`src/rtl/core/rcsw_pkg.sv`:
```
package rcsw_pkg;

    // field and register widths
    localparam int PW     = 16;            // pulse width, config registers
    localparam int FRAC   = 13;            // Q2.13 fraction bits
    localparam int QW     = PW + FRAC;     // dividend / quotient bits
    localparam int QCW    = $clog2(QW);    // divider step counter
    localparam int SW     = 2;             // switch position
    localparam int CFG_AW = 2;             // config index
    localparam int OUT_DW = 24;            // output tdata, padded to bytes

    // config register indexes
    localparam logic [CFG_AW-1:0] CFG_CENTER  = 2'd0;
    localparam logic [CFG_AW-1:0] CFG_MINIMUM = 2'd1;
    localparam logic [CFG_AW-1:0] CFG_MAXIMUM = 2'd2;

    localparam logic [PW-1:0] CENTER_RST  = 16'd1500;
    localparam logic [PW-1:0] MINIMUM_RST = 16'd1000;
    localparam logic [PW-1:0] MAXIMUM_RST = 16'd2000;

    // half-range below this gives a zero deflection
    localparam logic [PW-1:0] MIN_HALF = 16'd100;

    // 20 * d < 8192  <=>  d <= 409 ; 3 * m < 8192  <=>  m <= 2730
    localparam logic [PW:0] STEADY_LIMIT = 17'd409;
    localparam logic [PW:0] THIRD_LIMIT  = 17'd2730;

    localparam logic [QW-1:0] POS_LIMIT = 29'd32767;
    localparam logic [QW-1:0] NEG_LIMIT = 29'd32768;
    localparam logic [PW-1:0] Q_MAX     = 16'h7fff;
    localparam logic [PW-1:0] Q_MIN     = 16'h8000;

    localparam logic [SW-1:0] POS_MID  = 2'b00;
    localparam logic [SW-1:0] POS_HIGH = 2'b01;
    localparam logic [SW-1:0] POS_LOW  = 2'b11;

    typedef struct packed {
        logic          start;
        logic [PW-1:0] mag;    // |width - center|
        logic [PW-1:0] den;    // half-range in use
    } div_req_t;

    typedef struct packed {
        logic busy;
        logic done;            // one-cycle pulse, quotient valid
    } div_stat_t;

endpackage

```
`src/rtl/core/rc_three_position_switch_top.sv`:
```
// Three-position switch decoded from one RC receiver channel.
//
// Input channel s_*: one request per measured pulse. s_tdata carries the
// pulse width in timer units, s_tuser the pulse-seen flag.
// Output channel m_*: one result per request. m_tdata carries the switch
// position (-1 low, 0 middle, +1 high) and the Q2.13 normalized deflection.
// Config port: cfg_wr_en / cfg_addr / cfg_wdata writes center (0),
// minimum (1) or maximum (2); other indexes are dropped. Write only while
// the block is idle.
//
// Sequence when a division runs, from input accept to m_tvalid: setup,
// 29 divider steps of one quotient bit each, quotient capture, decide
// and output. A narrow half-range skips the divider steps and capture;
// without a pulse, decide is skipped too. One request is in flight at a
// time; the next one is accepted the cycle after the result is loaded,
// so the request rate is set by the bit-serial divider.
//
// Reset (aresetn low, synchronous) restores the default pulse limits,
// clears the previous value and puts the switch in the middle position.
// A stalled receiver holds the result in the output register; the next
// request is still accepted and computed, then waits until it is taken.
module rc_three_position_switch_top (
    input  logic                        aclk,
    input  logic                        aresetn,
    input  logic                        cfg_wr_en,
    input  logic [rcsw_pkg::CFG_AW-1:0] cfg_addr,
    input  logic [rcsw_pkg::PW-1:0]     cfg_wdata,
    input  logic                        s_tvalid,
    output logic                        s_tready,
    input  logic [rcsw_pkg::PW-1:0]     s_tdata,   // [15:0] pulse_width
    input  logic [0:0]                  s_tuser,   // [0] pulse_seen
    output logic                        m_tvalid,
    input  logic                        m_tready,
    output logic [rcsw_pkg::OUT_DW-1:0] m_tdata    // [1:0] switch_position,
                                                   // [17:2] normalized_value
);
    import rcsw_pkg::*;

    typedef enum logic [2:0] {
        ST_IDLE,
        ST_PREP,
        ST_DIV,
        ST_DECIDE,
        ST_OUT
    } state_t;

    state_t         state_reg;

    logic [PW-1:0]  center_reg;
    logic [PW-1:0]  minimum_reg;
    logic [PW-1:0]  maximum_reg;

    logic [PW-1:0]  width_reg;
    logic           seen_reg;
    logic           neg_reg;       // width below center
    logic [PW-1:0]  value_reg;     // deflection of the current request
    logic [PW-1:0]  prev_reg;
    logic [SW-1:0]  switch_state_reg;

    logic           m_tvalid_reg;
    logic [SW-1:0]  m_pos_reg;
    logic [PW-1:0]  m_value_reg;

    // setup: side of center, offset magnitude, half-range in use
    logic           below;
    logic [PW-1:0]  offset;
    logic [PW:0]    half;          // signed, registers may be out of order
    logic           narrow;

    assign below  = width_reg < center_reg;
    assign offset = below ? (center_reg - width_reg) : (width_reg - center_reg);
    assign half   = below ? ({1'b0, center_reg} - {1'b0, minimum_reg})
                          : ({1'b0, maximum_reg} - {1'b0, center_reg});
    assign narrow = half[PW] || (half[PW-1:0] < MIN_HALF);

    div_req_t       div_req;
    div_stat_t      div_stat;
    logic [QW-1:0]  quotient;

    assign div_req.start = (state_reg == ST_PREP) && seen_reg && !narrow;
    assign div_req.mag   = offset;
    assign div_req.den   = half[PW-1:0];

    rcsw_divider u_divider (
        .aclk     (aclk),
        .aresetn  (aresetn),
        .req      (div_req),
        .stat     (div_stat),
        .quotient (quotient)
    );

    // saturate the quotient magnitude onto the signed Q2.13 range
    logic [PW-1:0]  sat_value;

    always_comb begin
        if (neg_reg) begin
            sat_value = (quotient > NEG_LIMIT) ? Q_MIN : (-quotient[PW-1:0]);
        end else begin
            sat_value = (quotient > POS_LIMIT) ? Q_MAX : quotient[PW-1:0];
        end
    end

    // step size against previous value, and deflection magnitude
    logic [PW:0]    step;
    logic [PW:0]    step_abs;
    logic [PW:0]    val_abs;
    logic           steady;
    logic [SW-1:0]  new_pos;

    assign step     = {value_reg[PW-1], value_reg} - {prev_reg[PW-1], prev_reg};
    assign step_abs = step[PW] ? (-step) : step;
    assign val_abs  = value_reg[PW-1] ? (-{value_reg[PW-1], value_reg})
                                      : {value_reg[PW-1], value_reg};
    assign steady   = step_abs <= STEADY_LIMIT;
    assign new_pos  = (val_abs <= THIRD_LIMIT) ? POS_MID
                    : (value_reg[PW-1] ? POS_LOW : POS_HIGH);

    always_ff @(posedge aclk) begin
        if (!aresetn) begin
            state_reg        <= ST_IDLE;
            center_reg       <= CENTER_RST;
            minimum_reg      <= MINIMUM_RST;
            maximum_reg      <= MAXIMUM_RST;
            prev_reg         <= '0;
            switch_state_reg <= POS_MID;
            m_tvalid_reg     <= 1'b0;
        end else begin
            if (cfg_wr_en) begin
                unique case (cfg_addr)
                    CFG_CENTER:  center_reg  <= cfg_wdata;
                    CFG_MINIMUM: minimum_reg <= cfg_wdata;
                    CFG_MAXIMUM: maximum_reg <= cfg_wdata;
                    default: ;
                endcase
            end

            // in ST_OUT the output register is reloaded below instead
            if (m_tvalid_reg && m_tready && (state_reg != ST_OUT)) begin
                m_tvalid_reg <= 1'b0;
            end

            unique case (state_reg)
                ST_IDLE: begin
                    if (s_tvalid) begin
                        width_reg <= s_tdata;
                        seen_reg  <= s_tuser[0];
                        state_reg <= ST_PREP;
                    end
                end
                ST_PREP: begin
                    neg_reg   <= below;
                    value_reg <= '0;
                    if (!seen_reg) begin
                        // no pulse: state held, deflection reported as zero
                        state_reg <= ST_OUT;
                    end else if (narrow) begin
                        state_reg <= ST_DECIDE;
                    end else begin
                        state_reg <= ST_DIV;
                    end
                end
                ST_DIV: begin
                    if (div_stat.done) begin
                        value_reg <= sat_value;
                        state_reg <= ST_DECIDE;
                    end
                end
                ST_DECIDE: begin
                    prev_reg <= value_reg;
                    if (steady) begin
                        switch_state_reg <= new_pos;
                    end
                    state_reg <= ST_OUT;
                end
                ST_OUT: begin
                    if (!m_tvalid_reg || m_tready) begin
                        m_tvalid_reg <= 1'b1;
                        m_pos_reg    <= switch_state_reg;
                        m_value_reg  <= value_reg;
                        state_reg    <= ST_IDLE;
                    end
                end
                default: state_reg <= ST_IDLE;
            endcase
        end
    end

    assign s_tready = (state_reg == ST_IDLE);
    assign m_tvalid = m_tvalid_reg;
    assign m_tdata  = {{(OUT_DW - PW - SW){1'b0}}, m_value_reg, m_pos_reg};

    // the switch never takes the unused code
    a_switch_code: assert property (@(posedge aclk) disable iff (!aresetn)
        switch_state_reg != 2'b10)
        else $error("switch state holds the unused code");

    // while waiting on the divider it must be running or just finished
    a_div_running: assert property (@(posedge aclk) disable iff (!aresetn)
        (state_reg == ST_DIV) |-> (div_stat.busy || div_stat.done))
        else $error("waiting on an idle divider");

    // one request in flight: no accept in the cycle after an accept
    a_one_in_flight: assert property (@(posedge aclk) disable iff (!aresetn)
        (s_tvalid && s_tready) |=> !s_tready)
        else $error("second request accepted while busy");

    // a request without a pulse never moves the switch
    a_unseen_holds: assert property (@(posedge aclk) disable iff (!aresetn)
        (state_reg == ST_PREP && !seen_reg) |=> $stable(switch_state_reg))
        else $error("switch moved without a pulse");

endmodule

```
`src/rtl/core/rcsw_divider.sv`:
```
module rcsw_divider (
    input  logic                    aclk,
    input  logic                    aresetn,
    input  rcsw_pkg::div_req_t      req,
    output rcsw_pkg::div_stat_t     stat,
    output logic [rcsw_pkg::QW-1:0] quotient
);
    import rcsw_pkg::*;

    // restoring divider, one quotient bit per cycle; dividend bits shift
    // out of the top of shift_reg while quotient bits shift in below
    logic           busy_reg;
    logic           done_reg;
    logic [QCW-1:0] cnt_reg;
    logic [QW-1:0]  shift_reg;
    logic [PW-1:0]  rem_reg;
    logic [PW-1:0]  den_reg;

    logic [PW:0]    trial;
    logic [PW:0]    trial_sub;
    logic           fits;

    assign trial     = {rem_reg, shift_reg[QW-1]};
    assign trial_sub = trial - {1'b0, den_reg};
    assign fits      = trial >= {1'b0, den_reg};

    always_ff @(posedge aclk) begin
        if (!aresetn) begin
            busy_reg <= 1'b0;
            done_reg <= 1'b0;
            cnt_reg  <= '0;
        end else begin
            done_reg <= 1'b0;
            if (req.start) begin
                busy_reg  <= 1'b1;
                cnt_reg   <= QCW'(QW - 1);
                shift_reg <= {req.mag, {FRAC{1'b0}}};
                rem_reg   <= '0;
                den_reg   <= req.den;
            end else if (busy_reg) begin
                // remainder stays below den, so 16 bits hold it
                rem_reg   <= fits ? trial_sub[PW-1:0] : trial[PW-1:0];
                shift_reg <= {shift_reg[QW-2:0], fits};
                if (cnt_reg == '0) begin
                    busy_reg <= 1'b0;
                    done_reg <= 1'b1;
                end else begin
                    cnt_reg <= cnt_reg - 1'b1;
                end
            end
        end
    end

    assign stat.busy = busy_reg;
    assign stat.done = done_reg;
    assign quotient  = shift_reg;

endmodule

```
`config.mk`:
```
export PLATFORM = sky130hd
export DESIGN_NAME = rc_three_position_switch_top
export DESIGN_NICKNAME = d
export VERILOG_FILES = /design/src/rtl/core/rcsw_pkg.sv /design/src/rtl/core/rc_three_position_switch_top.sv /design/src/rtl/core/rcsw_divider.sv
export SDC_FILE = /design/constraint.sdc
export NUM_CORES = 1
export LEC_CHECK = 0
export ABC_AREA = 0
export BUFFER_PORTS_ARGS = -buffer_cell sky130_fd_sc_hd__buf_4
export CORE_MARGIN = 2
export CORE_UTILIZATION = 55
export DETAILED_ROUTE_END_ITERATION = 16
export PLACE_DENSITY = 0.79
export SYNTH_ARGS = -nofsm -noshare
export SYNTH_HDL_FRONTEND = slang
export SYNTH_SLANG_ARGS = --single-unit
```
`constraint.sdc`:
```
create_clock -name aclk -period 4.7 [get_ports aclk]
set_input_delay 0.47 -clock aclk [delete_from_list [all_inputs] [get_ports aclk]]
set_output_delay 0.47 -clock aclk [all_outputs]
set_load 0.01 [all_outputs]
```
After elaboration in Yosys (flattened, before gate mapping)
Cells that the tools add are included.
{"block": "totals", "reg_bits": 190, "latchBits": 0, "ramBits": 0, "mem_bits_ro": 0, "output_inout_bits": 26, "word_cells": 111, "n_memories": 0}
{"block": "classes", "n_addsub": 10, "multipliers": 0, "div": 0, "magnitude_cmp": 7, "n_eq_ne": 11, "n_shift": 0, "n_mux": 31, "bitwise_logic": 3, "reduce_logical": 28}
{"operator": "$mux 16", "count": 7}
{"operator": "$mux 29", "count": 2}
{"operator": "$mux 17", "count": 3}
{"operator": "$sub 16x16->17", "count": 3}
{"operator": "$sub 16x16->16", "count": 3}
{"operator": "$neg 17->17", "count": 2}
{"operator": "$pmux 16 s2", "count": 1}
{"operator": "$gt 29x15->1 const B", "count": 1}
{"operator": "$gt 29x16->1 const B", "count": 1}
{"operator": "$reduce_and 2->1", "count": 9}
{"operator": "$ge 17x16->1", "count": 1}
{"operator": "$le 17x12->1 const B", "count": 1}
{"operator": "$le 17x9->1 const B", "count": 1}
{"operator": "$lt 16x16->1", "count": 1}
{"operator": "$lt 16x7->1 const B", "count": 1}
{"operator": "$neg 16->16", "count": 1}
{"operator": "$mux 5", "count": 3}
{"operator": "$pmux 3 s5", "count": 1}
{"operator": "$mux 3", "count": 4}
{"operator": "$reduce_and 3->1", "count": 4}
{"operator": "$mux 1", "count": 8}
{"operator": "$eq 3x2->1 const B", "count": 2}
{"operator": "$ne 2x2->1 const B", "count": 3}
{"operator": "$logic_not 5->1", "count": 1}
{"operator": "other kinds (17)", "count": 26}

Depth between registers and ports, before layout
{"block": "logic_depth", "word_depth": 8, "ltp_mapped": 16, "ltp_nobuf": 14}

Hierarchy
From an unflattened synthesis, not the netlist that was laid out.
{"block": "unflattened", "cells_unflattened": 1468, "area_unflattened_um2": 13233.9}
{"module": "rc_three_position_switch_top", "n_inst": 1, "cells_each": 1178, "area_per_inst_um2": 9699.3, "seq_area_each_um2": 2962.8}
{"module": "rcsw_divider", "n_inst": 1, "cells_each": 290, "area_per_inst_um2": 3534.6, "seq_area_each_um2": 1971.9}

Worst setup path before layout
Ideal clock, no wire load.
{"block": "synth_path", "kind": "register to register", "from": "register center_reg[1]", "to": "register u_divider.shift_reg[0] (netlist: u_divider.quotient[0]), enable pin", "arrival_time_ps": 4264, "t_required_ps": 4295, "slack_ps": 30, "stages_incl_launch_ff": 14, "period_less_slack_ps": 4670, "cell_sequence": "dfxtp_1 > inv_1 > fa_1 > a21o_1 > a221oi_1 > a211oi_1 > nor2_1 > o21bai_1 > xor2_1 > o2bb2ai_1 > a311oi_1 > buf_2 > buf_2 > o21a_1"}
{"block": "synth_via", "elab_chain_cells": 8, "word_cells_on_any_way": 10, "cone_classes": "add/sub: 2; order compare: 2; mux: 1; reduce/logical: 5"}
{"element": "from (decl)", "line": "rc_three_position_switch_top.sv:49", "text": "logic [PW-1:0] center_reg;"}
{"element": "from (signal assigned)", "line": "rc_three_position_switch_top.sv:130", "text": "CFG_CENTER: center_reg <= cfg_wdata;"}
{"element": "$sub 16x16->17, or another cell as far along", "line": "rc_three_position_switch_top.sv:73", "text": ": ({1'b0, maximum_reg} - {1'b0, center_reg});"}
{"element": "$mux 17 *", "line": "rc_three_position_switch_top.sv:72", "text": "assign half = below ? ({1'b0, center_reg} - {1'b0, minimum_reg})"}
{"element": "$lt 16x7->1", "line": "rc_three_position_switch_top.sv:74", "text": "assign narrow = half[PW] || (half[PW-1:0] < MIN_HALF);"}
{"element": "$logic_or 1x1->1 *", "line": "rc_three_position_switch_top.sv:74"}
{"element": "$logic_not 1->1 *", "line": "rc_three_position_switch_top.sv:80", "text": "assign div_req.start = (state_reg == ST_PREP) && seen_reg && !narrow;"}
{"element": "$logic_and 1x1->1 *", "line": "rc_three_position_switch_top.sv:80"}
{"element": "$reduce_bool 2->1 (no source line) *"}
{"element": "$reduce_and 2->1 (no source line) *"}
{"element": "to (signal assigned)", "line": "rcsw_divider.sv:37", "text": "shift_reg <= {req.mag, {FRAC{1'b0}}};"}
{"element": "to (signal assigned)", "line": "rcsw_divider.sv:43", "text": "shift_reg <= {shift_reg[QW-2:0], fits};"}
{"element": "to (decl)", "line": "rcsw_divider.sv:15", "text": "logic [QW-1:0] shift_reg;"}
Every way passes the cells marked *; elsewhere a longest branch is shown, timed or not.
A chain may end at the register's enable or synchronous reset.

Worst setup path in the final report
{"block": "layout_path", "from": "register center_reg[1]", "to": "register u_divider.shift_reg[19] (netlist: u_divider.quotient[19]), data pin"}
{"block": "layout_via", "elab_chain_cells": 7, "word_cells_on_any_way": 12, "cone_classes": "add/sub: 4; order compare: 2; mux: 3; reduce/logical: 3"}
{"element": "$sub 16x16->17, or another cell as far along", "line": "rc_three_position_switch_top.sv:73"}
{"element": "$mux 17", "line": "rc_three_position_switch_top.sv:72"}
{"element": "$lt 16x7->1", "line": "rc_three_position_switch_top.sv:74"}
{"element": "$logic_or 1x1->1", "line": "rc_three_position_switch_top.sv:74"}
{"element": "$logic_not 1->1", "line": "rc_three_position_switch_top.sv:80"}
{"element": "$logic_and 1x1->1", "line": "rc_three_position_switch_top.sv:80"}
{"element": "$mux 29 *", "line": "rcsw_divider.sv:34", "text": "if (req.start) begin"}
Marked as above.

==> flow_metrics.py <==
metrics = {
    "outcome": {
        "status": "complete, no violations",
    },
    "synth": {
        "synth.top_cell.area_share_pct": 25.7,
        "syn_area_per_cell_um2": 8.79,
        "synth_top_family_by_area": "compound AO/OA/AOI/OAI gates",
        "ys_async_sr_fraction_pct": 0,
        "synth_mux_area_share_pct": 3.01,
        "yosys_warnings": 0,
        "yosysSeqAreaShare_pct": 37.4,
        "ys_ff_latch": 190,
        "synth_area_leaders": "edfxtp_1 26%, dfxtp_1 12%, ha_1 9.5%",
        "synthXorXnorAreaFrac_pct": 3.72,
        "synth_edf_count": 113,
        "synth-simple-area-share_pct": 19.2,
        "synth-compound-area-share_pct": 20.9,
        "syn_area_um2": 13200,
        "netlist_instances": 1501,
        "synth_top_cell_by_area": "edfxtp_1",
        "synth_cell_type_count": 76,
        "synth_ff_type": "edfxtp_1",
        "synth_fa_ha_area_share_pct": 10.4,
    },
    "final_layout": {
        "multi_input_area_um2": 7610,
        "final_nets": 1677,
        "largest_reg_flops": 29,
        "antenna_cells": 0,
        "num-fill-cells": 2032,
        "layout-drive-gt1-share_pct": 9.65,
        "seqCellArea_um2": 4930,
        "syn2layout_area_growth_pct": 9.99,
        "fin_util_pct": 61.6,
    },
    "global_routing": {
        "grt_pass1_wl_um": 53600,
        "overflow": 0,
        "use_met1_pct": 35.9,
        "use_met2_pct": 42.4,
        "grt_usage_pct": 26.1,
        "busiest_layer": "met2",
        "grt_max_degree": 83,
        "grt_pass1_vias": 10600,
        "antenna_found_initial": 0,
        "use_met3_pct": 4.18,
    },
    "clocking": {
        "cts_buffers": 17,
        "postCtsResizedCells": 0,
        "cts_setup_buffers": 0,
        "cts_tree": "yes",
        "cts.sinks": 190,
        "cts_root_buf": "clkbuf_16",
        "cts_max_level": 4,
        "clockBufferDepth": 2,
        "clk_latency_ns": 0.44,
        "clk_pin_slew_worst_paths_ns": 0.08,
        "hold_buffers": 0,
    },
    "sta": {
        "max_freq_ghz": 0.242,
        "final-setup-viol-count": 0,
        "period_needed_ns": 4.13,
        "slew_headroom_pct": 30.8,
        "hold_viol": 0,
        "worst_slew_pin_slew_ns": 1.04,
        "rsz0062_at_grt": "false",
        "slew_violations": 0,
        "final.setup.tns_ns": 0,
        "clock_skew_ns": 0.0183,
        "fin_crit_sh_pct": 87.9,
    },
    "detailed_routing": {
        "final_antenna_net_count": 0,
        "viasPerCell": 5.98,
        "wl_per_cell_um": 17.5,
        "dr.pass1.iters": 7,
        "drt_first_iter_violations": 799,
        "drt_wl_total_um": 32700,
        "drc": 0,
        "vias": 11200,
    },
    "critical_path": {
        "critPathKind": "flop to flop",
        "max_stage_delay_ns": 0.49,
        "start_kind": "flop",
        "worstPathRequired_ns": 4.90,
        "crit_fanout": 40,
        "cp_slowest_cell": "fa_1",
        "cpLargestDelayFamily": "compound AO/OA/AOI/OAI gates",
        "cp-end-kind": "flop",
        "arrival_ns": 4.33,
        "path_cells": "inv_1 -> fa_1 -> a21o_1 -> a221oi_1 -> a211oi_1 -> nor2_1 -> o21bai_1 -> xor2_1 -> o2bb2ai_1 -> a311oi_4 -> buf_4 -> mux2_2",
        "critPathBufInv": 2,
    },
    "power": {
        "p_clk_share_pct": 34.8,
        "p_per_area_nw_per_um2": 288,
        "comb_power_share_pct": 20.2,
        "ir_drop_v": 0.000245,
        "share_seq_of_total_power_pct": 44.9,
        "p_sw_share_pct": 29.9,
        "switchingPower_uw": 1250,
        "intPower_uw": 2930,
        "p_leak_uw": 0.00572,
    },
    "die": {
        "fp-row-count": 56,
        "num_io_pins": 66,
        "die_y_um": 159,
        "dieArea_um2": 25200,
        "chipWidth_um": 159,
        "core_region_area_um2": 23500,
        "start_util_pct": 56.0,
    },
    "placed_design": {
        "io_buffers": 59,
        "place_congestion": 0.995,
        "hpwl_um": 24600,
    },
    "job": {
        "drv_cap": 0,
    },
    "worst_hold_path": {
        "hp-class": "primary input to flop",
    },
}
placed cells by master, fill, tap and decap left out, types with 20 or more instances in the layout:
cell,count
inv_1,111
ha_1,100
a21boi_0,53
nor3_1,33
o211ai_1,34
nand3_1,26
edfxtp_1,113
nand2_1,180
or3_1,21
dfxtp_1,77
a21oi_1,102
mux2_2,21
buf_4,74
nor2_1,117
a21o_1,28
nand2b_1,21
o21a_1,20
nor2b_1,38
o21ai_0,56
xnor2_1,38
Yosys cell counts, types with 11 or more instances:
cell,instances
a211oi_1,16
a21boi_0,53
a21o_1,28
a21oi_1,103
a31oi_1,13
clkbuf_1,51
dfxtp_1,77
edfxtp_1,113
ha_1,100
inv_1,111
mux2_2,21
mux2i_1,16
nand2_1,180
nand2b_1,21
nand3_1,26
nand3b_1,11
nor2_1,117
nor2b_1,38
nor3_1,33
nor4_1,11
o211ai_1,34
o21a_1,21
o21ai_0,56
or3_1,21
xnor2_1,38
xor2_1,18
path summary, 6_finish.rpt:
| kind | from | endpoint | slack [ns] | cells past startpoint |
|---|---|---|---|---|
| min | s_tdata[15] | width_reg[15]$_DFFE_PP_ | 0.19 | 1 |
| max reg2reg | center_reg[1]$_SDFFE_PN0P_ | u_divider.quotient[19]$_DFFE_PP_ | 0.57 | 12 |
| min reg2reg | switch_state_reg[0]$_SDFFE_PN0P_ | m_pos_reg[0]$_DFFE_PP_ | 0.44 | 0 |
| max | center_reg[1]$_SDFFE_PN0P_ | u_divider.quotient[19]$_DFFE_PP_ | 0.57 | 12 |
cell type report:
type                       instances  share of cell area (%)
inverter                         111                    2.87
clock buffer                      17                    2.93
clock inverter                    15                    1.16
sequential                       190                    34.0
tap                              319                    2.75
multi-input combinational       1137                    52.4
timing repair buffer              74                    3.83
power by group through the flow:
| stage | Clock [µW] | Combinational, µW | Sequential, µW |
|---|---|---|---|
| floorplan | 0 | 617 | 1900 |
| global placement | 0 | 815 | 1910 |
| detailed placement | 0 | 827 | 1920 |
| CTS | 1480 | 834 | 1880 |
| global route | 1530 | 935 | 1890 |
| finish | 1460 | 845 | 1880 |
routing by layer:
layer	wire, µm	vias to the layer above	share of wire [%]
met2	15000	338	46
li1	-	5455	-
met3	1850	65	5.7
met4	831	0	2.5
met1	15000	5292	46
met5	0	-	0
logic make-up after synthesis:
kind of cell	Yosys count
compound gates	412
xor+xnor	56
fa+ha+maj	106
buf+inv	179
flops	190
mux	37
other cells	1
simple gates	520
per-stage QoR:
stage	worst slack, ns	cells	area (µm²)	hold slack, ns	total power [µW]
floorplan	0.0303	1506	13200	0.408	2510
global placement	0.661	1831	13900	0.413	2730
detailed placement	0.564	1831	13900	0.422	2740
CTS	0.551	1863	14500	0.182	4190
global route	0.223	1863	14500	0.180	4360
finish	0.569	1863	14500	0.194	4180
Note: power is estimated with default switching activity, not from simulation.
